## src/rtl/sasi_pkg.sv

```systemverilog
package sasi_pkg;

    localparam int AXES      = 6;
    localparam int DUTY_W    = 14;
    localparam int STEP_W    = 15;
    localparam int AXIS_W    = 3;
    localparam int PERIOD_W  = 10;
    localparam int GRIPMS_W  = 15;
    localparam int DUR_W     = 16;
    localparam int PROD_W    = DUTY_W + STEP_W;
    localparam int DIVIDEND_W = 2 * STEP_W;
    localparam int DIV_STEPS = STEP_W;
    localparam int CNT_W     = 4;

    localparam logic [DUTY_W-1:0]   DUTY_MAX     = 14'd10000;
    localparam logic [PERIOD_W-1:0] TICK_RESET   = 10'd20;
    localparam logic [GRIPMS_W-1:0] GRIPMS_RESET = 15'd300;
    localparam logic [AXIS_W-1:0]   GRIP_AXIS    = 3'd5;

    localparam logic [1:0] CMD_TICK = 2'd0;
    localparam logic [1:0] CMD_MOVE = 2'd1;
    localparam logic [1:0] CMD_JUMP = 2'd2;

    localparam logic CFG_TICK_PERIOD = 1'b0;
    localparam logic CFG_GRIP_MS     = 1'b1;

    typedef enum logic [1:0] {
        JOB_LERP,
        JOB_TOTAL,
        JOB_GRIP
    } job_t;

    typedef struct packed {
        logic               capture;
        logic               mul_load;
        logic               div_step;
        logic               wb;
        logic               exec;
        logic               out_load;
        job_t               job;
        logic [AXIS_W-1:0]  axis;
    } ctrl_cmd_t;

    typedef struct packed {
        logic busy;
        logic last;
        logic out_free;
    } dp_status_t;

    function automatic logic [DUTY_W-1:0] sat_duty(input logic [DUTY_W-1:0] v);
        sat_duty = (v > DUTY_MAX) ? DUTY_MAX : v;
    endfunction

endpackage

```

## src/rtl/sasi_ctrl.sv

```systemverilog
module sasi_ctrl (
    input  logic                  clk,
    input  logic                  rst_n,
    input  logic                  in_valid,
    input  logic [1:0]            in_command,
    output logic                  in_stall,
    output sasi_pkg::ctrl_cmd_t   cmd,
    input  sasi_pkg::dp_status_t  status
);
    import sasi_pkg::*;

    typedef enum logic [5:0] {
        S_IDLE = 6'b000001,
        S_MUL  = 6'b000010,
        S_DIV  = 6'b000100,
        S_WB   = 6'b001000,
        S_EXEC = 6'b010000,
        S_OUT  = 6'b100000
    } state_t;

    state_t             state_reg, state_next;
    job_t               job_reg, job_next;
    logic [AXIS_W-1:0]  axis_reg, axis_next;
    logic [CNT_W-1:0]   cnt_reg, cnt_next;

    assign in_stall = (state_reg != S_IDLE);

    always_comb
    begin
        state_next = state_reg;
        job_next   = job_reg;
        axis_next  = axis_reg;
        cnt_next   = cnt_reg;
        cmd        = '0;
        cmd.job    = job_reg;
        cmd.axis   = axis_reg;
        unique case (state_reg)
            S_IDLE:
            begin
                if (in_valid)
                begin
                    cmd.capture = 1'b1;
                    axis_next   = '0;
                    if (in_command == CMD_MOVE)
                    begin
                        job_next   = JOB_TOTAL;
                        state_next = S_MUL;
                    end
                    else if (in_command == CMD_TICK && status.busy && !status.last)
                    begin
                        job_next   = JOB_LERP;
                        state_next = S_MUL;
                    end
                    else
                    begin
                        state_next = S_EXEC;
                    end
                end
            end
            S_MUL:
            begin
                cmd.mul_load = 1'b1;
                cnt_next     = '0;
                state_next   = S_DIV;
            end
            S_DIV:
            begin
                cmd.div_step = 1'b1;
                cnt_next     = cnt_reg + CNT_W'(1);
                if (cnt_reg == CNT_W'(DIV_STEPS - 1))
                    state_next = S_WB;
            end
            S_WB:
            begin
                cmd.wb = 1'b1;
                case (job_reg)
                    JOB_TOTAL:
                    begin
                        job_next   = JOB_GRIP;
                        state_next = S_MUL;
                    end
                    JOB_LERP:
                    begin
                        if (axis_reg == GRIP_AXIS)
                            state_next = S_EXEC;
                        else
                        begin
                            axis_next  = axis_reg + AXIS_W'(1);
                            state_next = S_MUL;
                        end
                    end
                    default:
                        state_next = S_EXEC;
                endcase
            end
            S_EXEC:
            begin
                cmd.exec   = 1'b1;
                state_next = S_OUT;
            end
            S_OUT:
            begin
                if (status.out_free)
                begin
                    cmd.out_load = 1'b1;
                    state_next   = S_IDLE;
                end
            end
            default:
                state_next = S_IDLE;
        endcase
    end

    always_ff @(posedge clk or negedge rst_n)
    begin
        if (!rst_n)
        begin
            state_reg <= S_IDLE;
            job_reg   <= JOB_LERP;
            axis_reg  <= '0;
            cnt_reg   <= '0;
        end
        else
        begin
            state_reg <= state_next;
            job_reg   <= job_next;
            axis_reg  <= axis_next;
            cnt_reg   <= cnt_next;
        end
    end

endmodule

```

## src/rtl/sasi_datapath.sv

```systemverilog
module sasi_datapath (
    input  logic                              clk,
    input  logic                              rst_n,
    input  sasi_pkg::ctrl_cmd_t               cmd,
    output sasi_pkg::dp_status_t              status,
    input  logic [1:0]                        command,
    input  logic [sasi_pkg::DUTY_W-1:0]       target_base,
    input  logic [sasi_pkg::DUTY_W-1:0]       target_upper_arm,
    input  logic [sasi_pkg::DUTY_W-1:0]       target_middle_arm,
    input  logic [sasi_pkg::DUTY_W-1:0]       target_forearm,
    input  logic [sasi_pkg::DUTY_W-1:0]       target_wrist,
    input  logic [sasi_pkg::DUTY_W-1:0]       target_grip,
    input  logic signed [sasi_pkg::DUR_W-1:0] duration_ms,
    input  logic                              cfg_write,
    input  logic                              cfg_index,
    input  logic [15:0]                       cfg_data,
    output logic                              out_valid,
    input  logic                              out_stall,
    output logic [sasi_pkg::DUTY_W-1:0]       pos_base,
    output logic [sasi_pkg::DUTY_W-1:0]       pos_upper_arm,
    output logic [sasi_pkg::DUTY_W-1:0]       pos_middle_arm,
    output logic [sasi_pkg::DUTY_W-1:0]       pos_forearm,
    output logic [sasi_pkg::DUTY_W-1:0]       pos_wrist,
    output logic [sasi_pkg::DUTY_W-1:0]       pos_gripper,
    output logic                              moving,
    output logic                              move_done
);
    import sasi_pkg::*;

    logic [PERIOD_W-1:0]   tick_period_reg;
    logic [GRIPMS_W-1:0]   grip_ms_reg;
    logic [DUTY_W-1:0]     joint_reg [AXES];
    logic [DUTY_W-1:0]     start_reg [AXES];
    logic [DUTY_W-1:0]     goal_reg  [AXES];
    logic [DUTY_W-1:0]     tgt_reg   [AXES];
    logic [DUTY_W-1:0]     tgt_in    [AXES];
    logic [DUTY_W-1:0]     pos_reg   [AXES];
    logic [1:0]            cmd_reg;
    logic [DUR_W-1:0]      dur_reg;
    logic [STEP_W-1:0]     idx_reg, total_reg, grip_reg;
    logic [STEP_W-1:0]     tot_q_reg, grp_q_reg;
    logic                  busy_reg, done_reg, out_valid_reg, moving_reg, out_done_reg;
    logic [STEP_W-1:0]     rem_reg, q_reg;
    logic                  neg_reg;

    logic [STEP_W-1:0]     k_w, divisor_w, tot_fix, grp_fix, grp_final;
    logic [PERIOD_W-1:0]   period_w;
    logic [DUTY_W:0]       diff_w, mag_full;
    logic [PROD_W-1:0]     prod_w;
    logic [DIVIDEND_W-1:0] dividend_w;
    logic [STEP_W:0]       trial_w, sub_w;
    logic                  ge_w, draw_pos;
    logic [DUTY_W-1:0]     lerp_w;

    assign tgt_in[0] = target_base;
    assign tgt_in[1] = target_upper_arm;
    assign tgt_in[2] = target_middle_arm;
    assign tgt_in[3] = target_forearm;
    assign tgt_in[4] = target_wrist;
    assign tgt_in[5] = target_grip;

    always_comb
    begin
        k_w      = idx_reg + STEP_W'(1);
        period_w = (tick_period_reg == '0) ? PERIOD_W'(1) : tick_period_reg;
        diff_w   = {1'b0, goal_reg[cmd.axis]} - {1'b0, start_reg[cmd.axis]};
        mag_full = diff_w[DUTY_W] ? (~diff_w + (DUTY_W+1)'(1)) : diff_w;
        prod_w   = {{STEP_W{1'b0}}, mag_full[DUTY_W-1:0]} * {{DUTY_W{1'b0}}, k_w};
        case (cmd.job)
            JOB_LERP:
            begin
                dividend_w = {1'b0, prod_w};
                divisor_w  = (cmd.axis == GRIP_AXIS) ? grip_reg : total_reg;
            end
            JOB_TOTAL:
            begin
                dividend_w = {{(DIVIDEND_W-STEP_W){1'b0}}, dur_reg[STEP_W-1:0]};
                divisor_w  = {{(STEP_W-PERIOD_W){1'b0}}, period_w};
            end
            default:
            begin
                dividend_w = {{(DIVIDEND_W-GRIPMS_W){1'b0}}, grip_ms_reg};
                divisor_w  = {{(STEP_W-PERIOD_W){1'b0}}, period_w};
            end
        endcase
        // restoring division, one quotient bit a cycle
        trial_w = {rem_reg, q_reg[STEP_W-1]};
        ge_w    = trial_w >= {1'b0, divisor_w};
        sub_w   = trial_w - {1'b0, divisor_w};
        if (neg_reg)
            lerp_w = start_reg[cmd.axis] - q_reg[DUTY_W-1:0];
        else
            lerp_w = start_reg[cmd.axis] + q_reg[DUTY_W-1:0];
        draw_pos  = !dur_reg[DUR_W-1] && (dur_reg != '0);
        tot_fix   = (draw_pos && tot_q_reg != '0) ? tot_q_reg : STEP_W'(1);
        grp_fix   = (grp_q_reg == '0) ? STEP_W'(1) : grp_q_reg;
        grp_final = (grp_fix > tot_fix) ? tot_fix : grp_fix;
    end

    assign status.busy     = busy_reg;
    assign status.last     = k_w >= total_reg;
    assign status.out_free = !out_valid_reg || !out_stall;

    always_ff @(posedge clk or negedge rst_n)
    begin
        if (!rst_n)
        begin
            tick_period_reg <= TICK_RESET;
            grip_ms_reg     <= GRIPMS_RESET;
            idx_reg         <= '0;
            total_reg       <= STEP_W'(1);
            grip_reg        <= STEP_W'(1);
            busy_reg        <= 1'b0;
            done_reg        <= 1'b0;
            out_valid_reg   <= 1'b0;
            for (int i = 0; i < AXES; i++)
                joint_reg[i] <= '0;
        end
        else
        begin
            if (cfg_write)
            begin
                if (cfg_index == CFG_TICK_PERIOD)
                    tick_period_reg <= cfg_data[PERIOD_W-1:0];
                else
                    grip_ms_reg <= cfg_data[GRIPMS_W-1:0];
            end
            if (cmd.wb && cmd.job == JOB_LERP)
            begin
                if (cmd.axis == GRIP_AXIS && k_w > grip_reg)
                    joint_reg[cmd.axis] <= goal_reg[cmd.axis];
                else
                    joint_reg[cmd.axis] <= lerp_w;
            end
            if (cmd.exec)
            begin
                done_reg <= 1'b0;
                case (cmd_reg)
                    CMD_TICK:
                    begin
                        if (busy_reg)
                        begin
                            idx_reg <= k_w;
                            if (status.last)
                            begin
                                for (int i = 0; i < AXES; i++)
                                    joint_reg[i] <= goal_reg[i];
                                busy_reg <= 1'b0;
                                done_reg <= 1'b1;
                            end
                        end
                    end
                    CMD_MOVE:
                    begin
                        total_reg <= tot_fix;
                        grip_reg  <= grp_final;
                        idx_reg   <= '0;
                        busy_reg  <= 1'b1;
                    end
                    CMD_JUMP:
                    begin
                        for (int i = 0; i < AXES; i++)
                            joint_reg[i] <= tgt_reg[i];
                        idx_reg  <= '0;
                        busy_reg <= 1'b0;
                    end
                    default:
                    begin
                    end
                endcase
            end
            if (cmd.out_load)
                out_valid_reg <= 1'b1;
            else if (!out_stall)
                out_valid_reg <= 1'b0;
        end
    end

    always_ff @(posedge clk)
    begin
        if (cmd.capture)
        begin
            cmd_reg <= command;
            dur_reg <= duration_ms;
            for (int i = 0; i < AXES; i++)
                tgt_reg[i] <= sat_duty(tgt_in[i]);
        end
        if (cmd.mul_load)
        begin
            rem_reg <= dividend_w[DIVIDEND_W-1:STEP_W];
            q_reg   <= dividend_w[STEP_W-1:0];
            neg_reg <= (cmd.job == JOB_LERP) && diff_w[DUTY_W];
        end
        if (cmd.div_step)
        begin
            rem_reg <= ge_w ? sub_w[STEP_W-1:0] : trial_w[STEP_W-1:0];
            q_reg   <= {q_reg[STEP_W-2:0], ge_w};
        end
        if (cmd.wb)
        begin
            if (cmd.job == JOB_TOTAL)
                tot_q_reg <= q_reg;
            if (cmd.job == JOB_GRIP)
                grp_q_reg <= q_reg;
        end
        if (cmd.exec && cmd_reg == CMD_MOVE)
        begin
            for (int i = 0; i < AXES; i++)
            begin
                start_reg[i] <= joint_reg[i];
                goal_reg[i]  <= tgt_reg[i];
            end
        end
        if (cmd.out_load)
        begin
            for (int i = 0; i < AXES; i++)
                pos_reg[i] <= joint_reg[i];
            moving_reg   <= busy_reg;
            out_done_reg <= done_reg;
        end
    end

    assign out_valid      = out_valid_reg;
    assign pos_base       = pos_reg[0];
    assign pos_upper_arm  = pos_reg[1];
    assign pos_middle_arm = pos_reg[2];
    assign pos_forearm    = pos_reg[3];
    assign pos_wrist      = pos_reg[4];
    assign pos_gripper    = pos_reg[5];
    assign moving         = moving_reg;
    assign move_done      = out_done_reg;

endmodule

```

## src/rtl/six_axis_servo_interpolator_core.sv

```systemverilog
// Six-axis linear servo interpolator. Every request gives exactly one result:
// the six joint duties after it, a moving flag and a move-done flag. A tick
// during a move that is not its final step runs each axis in turn through
// one multiply and a shared restoring divider. A move start runs two
// divisions by the tick period; a final tick, a jump, an idle tick and the
// unused code skip the divider. The block takes a new request as soon as
// the result of the last one sits in the output register, even while that
// result is still stalled.
module six_axis_servo_interpolator_core (
    input  logic                              clk,
    input  logic                              rst_n,
    input  logic                              in_valid,
    output logic                              in_stall,
    input  logic [1:0]                        command,
    input  logic [sasi_pkg::DUTY_W-1:0]       target_base,
    input  logic [sasi_pkg::DUTY_W-1:0]       target_upper_arm,
    input  logic [sasi_pkg::DUTY_W-1:0]       target_middle_arm,
    input  logic [sasi_pkg::DUTY_W-1:0]       target_forearm,
    input  logic [sasi_pkg::DUTY_W-1:0]       target_wrist,
    input  logic [sasi_pkg::DUTY_W-1:0]       target_grip,
    input  logic signed [sasi_pkg::DUR_W-1:0] duration_ms,
    output logic                              out_valid,
    input  logic                              out_stall,
    output logic [sasi_pkg::DUTY_W-1:0]       pos_base,
    output logic [sasi_pkg::DUTY_W-1:0]       pos_upper_arm,
    output logic [sasi_pkg::DUTY_W-1:0]       pos_middle_arm,
    output logic [sasi_pkg::DUTY_W-1:0]       pos_forearm,
    output logic [sasi_pkg::DUTY_W-1:0]       pos_wrist,
    output logic [sasi_pkg::DUTY_W-1:0]       pos_gripper,
    output logic                              moving,
    output logic                              move_done,
    input  logic                              cfg_valid,
    output logic                              cfg_ready,
    input  logic                              cfg_index,
    input  logic [15:0]                       cfg_data
);
    import sasi_pkg::*;

    ctrl_cmd_t  cmd;
    dp_status_t status;

    assign cfg_ready = 1'b1;

    sasi_ctrl u_ctrl (
        .clk        (clk),
        .rst_n      (rst_n),
        .in_valid   (in_valid),
        .in_command (command),
        .in_stall   (in_stall),
        .cmd        (cmd),
        .status     (status)
    );

    sasi_datapath u_dp (
        .clk               (clk),
        .rst_n             (rst_n),
        .cmd               (cmd),
        .status            (status),
        .command           (command),
        .target_base       (target_base),
        .target_upper_arm  (target_upper_arm),
        .target_middle_arm (target_middle_arm),
        .target_forearm    (target_forearm),
        .target_wrist      (target_wrist),
        .target_grip       (target_grip),
        .duration_ms       (duration_ms),
        .cfg_write         (cfg_valid && cfg_ready),
        .cfg_index         (cfg_index),
        .cfg_data          (cfg_data),
        .out_valid         (out_valid),
        .out_stall         (out_stall),
        .pos_base          (pos_base),
        .pos_upper_arm     (pos_upper_arm),
        .pos_middle_arm    (pos_middle_arm),
        .pos_forearm       (pos_forearm),
        .pos_wrist         (pos_wrist),
        .pos_gripper       (pos_gripper),
        .moving            (moving),
        .move_done         (move_done)
    );

endmodule

```

## config.mk

```make
export PLATFORM = sky130hd
export DESIGN_NAME = six_axis_servo_interpolator_core
export DESIGN_NICKNAME = d
export VERILOG_FILES = /design/src/rtl/sasi_pkg.sv /design/src/rtl/sasi_ctrl.sv /design/src/rtl/sasi_datapath.sv /design/src/rtl/six_axis_servo_interpolator_core.sv
export SDC_FILE = /design/constraint.sdc
export NUM_CORES = 2
export LEC_CHECK = 0
export BUFFER_PORTS_ARGS = -buffer_cell sky130_fd_sc_hd__clkbuf_2
export CORE_MARGIN = 5
export CORE_UTILIZATION = 44
export DETAILED_ROUTE_END_ITERATION = 7
export GPL_TIMING_DRIVEN = 0
export PLACE_DENSITY = 0.64
export SKIP_CTS_REPAIR_TIMING = 1
export SYNTH_ARGS = -nofsm -noshare
export SYNTH_HDL_FRONTEND = slang
export SYNTH_SLANG_ARGS = --single-unit
```

## constraint.sdc

```tcl
create_clock -name clk -period 14.5 [get_ports clk]
set_clock_uncertainty 0.2 [all_clocks]
set_input_delay 0.725 -clock clk [delete_from_list [all_inputs] [get_ports clk]]
set_output_delay 0.725 -clock clk [all_outputs]
set_load 0.03 [all_outputs]
```

# Word-level counts from Yosys, hierarchy flattened
# Memories as Yosys holds them, arrays and structs flattened.
# Cells that the tools add are included.
[word_totals]
mem_bits_rw = 336
memories = 4
reg_bits = 253
[classes]
n_mul = 1
n_lt_le_gt_ge = 12
n_reduce_logical = 37
eq_ne = 23
n_bitwise = 3
add_sub_neg = 8
n_mux = 72
[memory_table]
columns = ["name", "depth", "word_bits", "rd", "rd_clocked_by_memory_dff", "write_ports", "line_no", "source"]
rows = [
  ["u_dp.goal_reg", 6, 14, 7, 0, 6, "sasi_datapath.sv:34", "logic [DUTY_W-1:0] goal_reg [AXES];"],
  ["u_dp.pos_reg", 6, 14, 6, 0, 6, "sasi_datapath.sv:37", "logic [DUTY_W-1:0] pos_reg [AXES];"],
  ["u_dp.start_reg", 6, 14, 1, 0, 6, "sasi_datapath.sv:33", "logic [DUTY_W-1:0] start_reg [AXES];"],
  ["u_dp.tgt_reg", 6, 14, 6, 0, 6, "sasi_datapath.sv:35", "logic [DUTY_W-1:0] tgt_reg [AXES];"],
]
[ops]
columns = ["op", "count"]
rows = [
  ["2-to-1 mux 84 bit", 5],
  ["bitwise mux 84 bit", 2],
  ["case mux 84 bit (2 select lines)", 1],
  ["2-to-1 mux 15 bit", 11],
  ["2-to-1 mux 14 bit", 9],
  ["greater-than comparator 14 bit, second input constant", 6],
  ["case mux 29 bit (2 select lines)", 1],
  ["demux 14 bit (select 3 bit)", 1],
  ["case mux 6 bit (6 select lines)", 1],
  ["greater-than comparator 15 bit", 2],
  ["case mux 15 bit (2 select lines)", 1],
  ["multiplier 14 x 15 -> 29 bit", 1],
  ["2-to-1 mux 1 bit", 21],
  ["2-to-1 mux 6 bit", 3],
  ["greater-or-equal comparator 16 x 15 -> 1 bit", 1],
  ["nonzero test 16 bit", 1],
  ["adder 15 x 1 -> 15 bit, second input constant", 1],
  ["greater-or-equal comparator 15 bit", 1],
  ["zero test 15 bit", 1],
  ["2-to-1 mux 5 bit", 3],
  ["nonzero test 15 bit", 1],
  ["subtractor 14 x 14 -> 15 bit", 1],
  ["subtractor 15 bit", 1],
  ["adder 14 x 1 -> 14 bit, second input constant", 1],
  ["other kinds (42)", 79],
]

# Longest topological paths before layout
[logic_depth]
word_depth = 12
depth_mapped = 42

# Modules after synthesis
# A second synthesis with hierarchy kept.
[unflattened]
cells_unflattened = 3155
hier_area_um2 = 35255.1
[modules_own_cells]
columns = ["mod", "cells_each", "area_per_inst_um2", "n_inst"]
rows = [
  ["sasi_datapath", 3057, 34358.0, 1],
  ["sasi_ctrl", 96, 885.8, 1],
  ["six_axis_servo_interpolator_core", 2, 11.3, 1],
]

# Least setup slack after synthesis
# Ideal clock, no wire load.
[synth_timing]
kind = "reg-to-reg"
startpoint = "register u_ctrl.axis_reg[0]"
endpoint = "register u_dp.rem_reg[6] (data pin)"
period_less_slack_ns = 10.485
setup_ns = 0.271
n_path_buf = 5
t_arrival_ns = 10.014
path_stages_with_launch = 37
slack_ns = 4.015
path_cell_list = "dfrtp_1 -> buf_2 -> buf_2 -> buf_2 -> buf_2 -> mux4_2 -> nor2_1 -> a21o_1 -> ha_1 -> nand3_1 -> nor2_1 -> or4_4 -> a2111oi_4 -> or3b_1 -> nor3_2 -> a31oi_1 -> xor2_1 -> buf_2 -> nor2_1 -> fa_1 -> fa_1 -> fa_1 -> fa_1 -> fa_1 -> inv_1 -> fa_1 -> inv_1 -> ha_1 -> a21o_1 -> a2111oi_0 -> o21ai_0 -> a2111oi_0 -> o31a_1 -> o21bai_1 -> a21oi_1 -> xor2_1 -> o22ai_1"
[synth_between]
elab_chain_len = 9
word_cells_on_any_way = 16
cone_classes = "add/sub: 3; mul: 1; order compare: 1; eq/ne: 1; mux: 7; bitwise: 1; memory: 2"
[synth_lines]
columns = ["element", "line_no", "source"]
rows = [
  ["start, declared", "sasi_ctrl.sv:23", "logic [AXIS_W-1:0] axis_reg, axis_next;"],
  ["start signal, assigned", "sasi_ctrl.sv:127", "axis_reg <= axis_next;"],
  ["memory (6 x 14 bit), on equally long branches", "n/a", ""],
  ["subtractor 14 x 14 -> 15 bit", "sasi_datapath.sv:66", "diff_w = {1'b0, goal_reg[cmd.axis]} - {1'b0, start_reg[cmd.axis]};"],
  ["NOT 14 bit", "sasi_datapath.sv:67", "mag_full = diff_w[DUTY_W] ? (~diff_w + (DUTY_W+1)'(1)) : diff_w;"],
  ["adder 14 x 1 -> 14 bit", "sasi_datapath.sv:67", ""],
  ["2-to-1 mux 14 bit", "sasi_datapath.sv:67", ""],
  ["multiplier 14 x 15 -> 29 bit", "sasi_datapath.sv:68", "prod_w = {{STEP_W{1'b0}}, mag_full[DUTY_W-1:0]} * {{DUTY_W{1'b0}}, k_w};"],
  ["case mux 29 bit (2 select lines)", "sasi_datapath.sv:69", "case (cmd.job)"],
  ["2-to-1 mux 15 bit", "sasi_datapath.sv:188", "if (cmd.mul_load)"],
  ["2-to-1 mux 15 bit (*)", "sasi_datapath.sv:194", "if (cmd.div_step)"],
  ["end signal, assigned", "sasi_datapath.sv:190", "rem_reg <= dividend_w[DIVIDEND_W-1:STEP_W];"],
  ["end signal, assigned", "sasi_datapath.sv:196", "rem_reg <= ge_w ? sub_w[STEP_W-1:0] : trial_w[STEP_W-1:0];"],
  ["end, declared", "sasi_datapath.sv:43", "logic [STEP_W-1:0] rem_reg, q_reg;"],
]
# Mark *: on every way between the ends. The rest lies on a longest branch, timed or not. The select of a mux whose other input is x is not followed.
# A chain may end at the register's enable or synchronous reset.

# Final worst setup path
[layout_timing]
startpoint = "register u_ctrl.axis_reg[1]"
endpoint = "register u_dp.rem_reg[10] (data pin)"
# The elaborated chain is that of the path after synthesis.

==> Implementation_results.wiki <==
{| class="wikitable"
! Metric !! Value
|-
| Total iterations of the first detailed-routing run || 6
|-
| Flop and latch count out of synthesis || about 590
|-
| Die Wd || 294.0 um
|-
| Main area contributors after synthesis || sky130_fd_sc_hd__edfxtp_1 (35%), sky130_fd_sc_hd__dfrtp_1 (11%), sky130_fd_sc_hd__fa_1 (8.8%), sky130_fd_sc_hd__ha_1 (6.7%), sky130_fd_sc_hd__mux2i_1 (3.1%)
|-
| Kind of cell adding the most delay to the critical path || adder cells
|-
| Post-layout minimum cycle time || 13500 ps
|-
| Total routing usage reported by global routing || between 20% and 30%
|-
| Slowest cell delay on critical path || between 700 and 800 ps
|-
| Ratio of final minimum period to clock period || a little over 90%
|-
| Leftover overflow at the end of global routing || 0
|-
| Sequential cell area || around 17000 um^2
|-
| Post-Place Setup Slack || between 1000 and 1500 ps
|-
| Syn_nets || between 3000 and 4000
|-
| Max Slew Vio Count || 0
|-
| Aggregate negative setup slack || 0 ps
|-
| Slack of the worst reg-to-reg path || ~1000 ps
|-
| Pin count of the biggest net entering global routing || 94
|-
| Synth top area share || 35.28%
|-
| Synth Area in Compound Gates || about an eighth
|-
| Areal power density over the cells || around 150 nW/um^2
|-
| Clock tree root buffer cell || sky130_fd_sc_hd__clkbuf_16
|-
| Hold/Removal Path Class || in2reg
|-
| Worst voltage drop across the vdd grid || between 150 and 200 uV
|-
| Global-route wire length before repair || 163.1 mm
|-
| Worst setup path startpoint || u_ctrl.axis_reg[1]
|-
| Initial antenna violation count || 3
|-
| Reg-to-reg critical path endpoint || u_dp.rem_reg[10]
|-
| Detailed-route vias per instance || roughly 5.7
|-
| Combinational family with the most area after synthesis || adder cells
|-
| Post-synthesis instance total || about 3200
|-
| Rel. slew slack || 5.699%
|-
| Vias in the first global route || between 20000 and 30000
|-
| Global placement routability congestion || about 1
|-
| Syn Std Cell Area || 35500 um^2
|-
| Worst endpoint required time || about 15000 ps
|-
| Die Span Y || between 200 and 300 um
|-
| Placeable core region || ~80000 um^2
|-
| Clock-pin slew reported for the worst setup and hold paths after clock tree synthesis || 70 ps
|-
| Die Footprint || 86450 um^2
|-
| Buffers plus inverters on the worst setup path || 9
|-
| Max Root-Sink Buffers || 3
|-
| Multi-input gate area in the final layout || 17000 um^2
|-
| Worst-path cell with the longest stage delay || sky130_fd_sc_hd__a2111oi_0
|-
| Htree depth || 2
|-
| Register area share after synthesis || a little under half
|-
| Share of synthesized cell area in and, or, nand and nor gates || approximately an eighth
|-
| Detailed placer's ending HPWL || roughly 86 mm
|-
| P_leak || roughly 17 nW
|-
| Synth warn || 0
|-
| Final Setup Violations || 0
|-
| DR vias || roughly 26000
|-
| Antenna Nets Post-Route || 0
|-
| Sink Count || 589
|-
| Core occupancy in the finished layout || 50.30%
|-
| Logic depth of the worst path, buffers included || 38
|-
| Area leader, netlist || sky130_fd_sc_hd__edfxtp_1
|-
| Detailed Route WL || ~110 mm
|-
| Number of flops mapped to enable cells by yosys || ~420
|-
| Effective utilization at floorplan || 44.21%
|-
| Fraction of layout instances using a drive strength above 1 || between 10 and 15%
|-
| Diode count || 0
|-
| Post-layout nets || between 3000 and 4000
|-
| Crit Path Max Fanout || 10
|-
| Worst path most repeated cell || sky130_fd_sc_hd__fa_1
|-
| Post-synthesis share of cell area spent on xor and xnor gates || approximately 2.1%
|-
| Area added between synthesis and finish || 13.78%
|-
| Share of synthesized area spent on multiplexers || 5.961%
|-
| Total Power || around 5.9 mW
|-
| Unrepaired setup endpoints after global routing || no
|-
| DRC errors left || 0
|-
| Launch point of the worst reg-to-reg path || u_ctrl.axis_reg[1]
|-
| Final-layout fill cell count || around 7200
|-
| Post-synthesis async set-or-reset flop share || around 30%
|-
| Final worst setup slack || 995.1 ps
|-
| Worst hold-check slack || roughly 37 ps
|-
| Count of input and output buffers || 210
|-
| Clk Latency, worst-skew pair || about 670 ps
|-
| FMAX || roughly 74 MHz
|-
| CTS tree || built
|-
| Path type of the worst setup path || reg2reg
|-
| Count of endpoints failing hold in the final timing report || 0
|-
| Iter 0 DRT Violations || between 2000 and 3000
|-
| Max Cap Violations || 0
|-
| Arithmetic-cell share of the synthesized area counting full adders, half adders and majority gates || roughly 16%
|-
| Count of standard-cell rows || between 100 and 150
|-
| Critical path endpoint || u_dp.rem_reg[10]
|-
| Post-detailed-route wirelength per cell || between 20 and 25 um
|-
| Number of CTS-inserted buffers || 61
|-
| Top-Level Pins || 213
|-
| Launching element type of the critical path || flip-flop
|-
| Most frequently used flop master after synthesis || sky130_fd_sc_hd__edfxtp_1
|-
| Status || finished clean
|-
| Depth of the worst register-to-register path || 38
|-
| Capturing element type of the critical path || flip-flop
|-
| Hold path startpoint || duration_ms[5]
|-
| Pin slew with the least headroom to its limit || about 1400 ps
|-
| Distinct cell type count after synthesis || 88
|-
| Syn_area_per_cell || approximately 11 um^2
|-
| Data arrival time of the worst path || between 10000 and 15000 ps
|}
-- worst min-delay path by stage --
| stage | endpoint | depth (start not counted) |
|---|---|---|
| finish | u_dp.dur_reg[5] | 1 |
| global route | u_dp.dur_reg[5] | 1 |
| CTS | u_dp.joint_reg[44] | 1 |
| detailed placement | u_dp.move_done | 0 |
| global placement | u_dp.move_done | 0 |
| floorplan | u_dp.move_done | 0 |
-- area by class of cell --
class,count,area share (%)
sequential,589,41.69
multi-input combinational,2140,42.08
clock inverter,42,1.332
buffer,173,1.744
tap,1060,3.284
clock buffer,74,4.179
timing repair buffer,222,3.247
inverter,263,2.444
-- synthesized netlist by cell type, types with 12 or more instances --
cell type	n
sky130_fd_sc_hd__fa_1	156
sky130_fd_sc_hd__a21oi_1	120
sky130_fd_sc_hd__a211oi_1	36
sky130_fd_sc_hd__nor2b_1	44
sky130_fd_sc_hd__and2_1	74
sky130_fd_sc_hd__xnor2_1	55
sky130_fd_sc_hd__mux2_2	35
sky130_fd_sc_hd__or2_2	25
sky130_fd_sc_hd__nand2_1	282
sky130_fd_sc_hd__dfrtp_1	163
sky130_fd_sc_hd__a21o_1	47
sky130_fd_sc_hd__ha_1	191
sky130_fd_sc_hd__nor2_1	199
sky130_fd_sc_hd__nor4_1	23
sky130_fd_sc_hd__o21ai_0	187
sky130_fd_sc_hd__a22oi_1	42
sky130_fd_sc_hd__nor3_1	48
sky130_fd_sc_hd__or3_1	13
sky130_fd_sc_hd__a221o_1	31
sky130_fd_sc_hd__nand3_1	64
sky130_fd_sc_hd__clkbuf_1	144
sky130_fd_sc_hd__o21a_1	15
sky130_fd_sc_hd__edfxtp_1	417
sky130_fd_sc_hd__mux2i_1	109
sky130_fd_sc_hd__o31ai_1	19
sky130_fd_sc_hd__a31oi_1	29
sky130_fd_sc_hd__xor2_1	26
sky130_fd_sc_hd__a211o_1	13
sky130_fd_sc_hd__and3_1	14
sky130_fd_sc_hd__nand2b_1	54
sky130_fd_sc_hd__buf_2	14
sky130_fd_sc_hd__nand4_1	17
sky130_fd_sc_hd__mux4_2	28
sky130_fd_sc_hd__inv_1	260
sky130_fd_sc_hd__o22ai_1	12
-- worst register-to-register path: cells and delay by family, from the launching register on --
kind                     cells  cell delay, ps
multiplexers                 1             430
flip-flops                   1             360
buffers and inverters        9            3540
AO/OA/AOI/OAI               12            2830
adder cells (fa/ha/maj)      8            3810
AND/OR/NAND/NOR              6             990
XOR/XNOR                     2            1060
-- metrics by stage --
step	instances	cell area, um^2
2_1_floorplan	3165	35500
3_3_place_gp	4435	37870
3_5_place_dp	4444	38130
4_1_cts	4560	40350
5_1_grt	4563	40390
6_report	4563	40390
-- cells in the final DEF, fill, tap and decap left out, drive strengths merged, types with 29 or more instances in the layout --
cell and instances:
a211oi 41, a21o 47, a21oi 121, a221o 31
a22oi 42, a31oi 29, and2 74, buf 39
clkbuf 429, dfrtp 163, edfxtp 417, fa 156
ha 191, inv 271, mux2 35, mux2i 109
nand2 282, nand2b 54, nand3 64, nor2 199
nor2b 44, nor3 49, nor4 29, o21ai 191
xnor2 57
-- report_power, final --
part | total (mW) | switching (mW) | internal (mW)
sequential | 2.41 | 0.246 | 2.16
combinational | 1.75 | 1.11 | 0.642
clock | 1.72 | 0.716 | 1.00
-- cells by family (layout without fill, tap and decap cells) --
| group | Yosys count | after routing |
|---|---|---|
| simple gates | 897 | 897 |
| compound gates | 640 | 640 |
| flops | 589 | 589 |
| buf+inv | 436 | 774 |
| fa+ha+maj | 347 | 347 |
| mux | 172 | 172 |
| xor+xnor | 83 | 83 |
| other cells | 1 | 1 |
-- layer usage --
metal / global-route usage [%] / part of all wire, % / wire length (um)
met5: 0 / 0 / 0
met4: 11.09 / 5.5 / 5987
met3: 4.068 / 7.7 / 8487
met2: 40.22 / 46 / 50710
met1: 33.46 / 40 / 44340
Note: power is estimated with default switching activity, not from simulation.
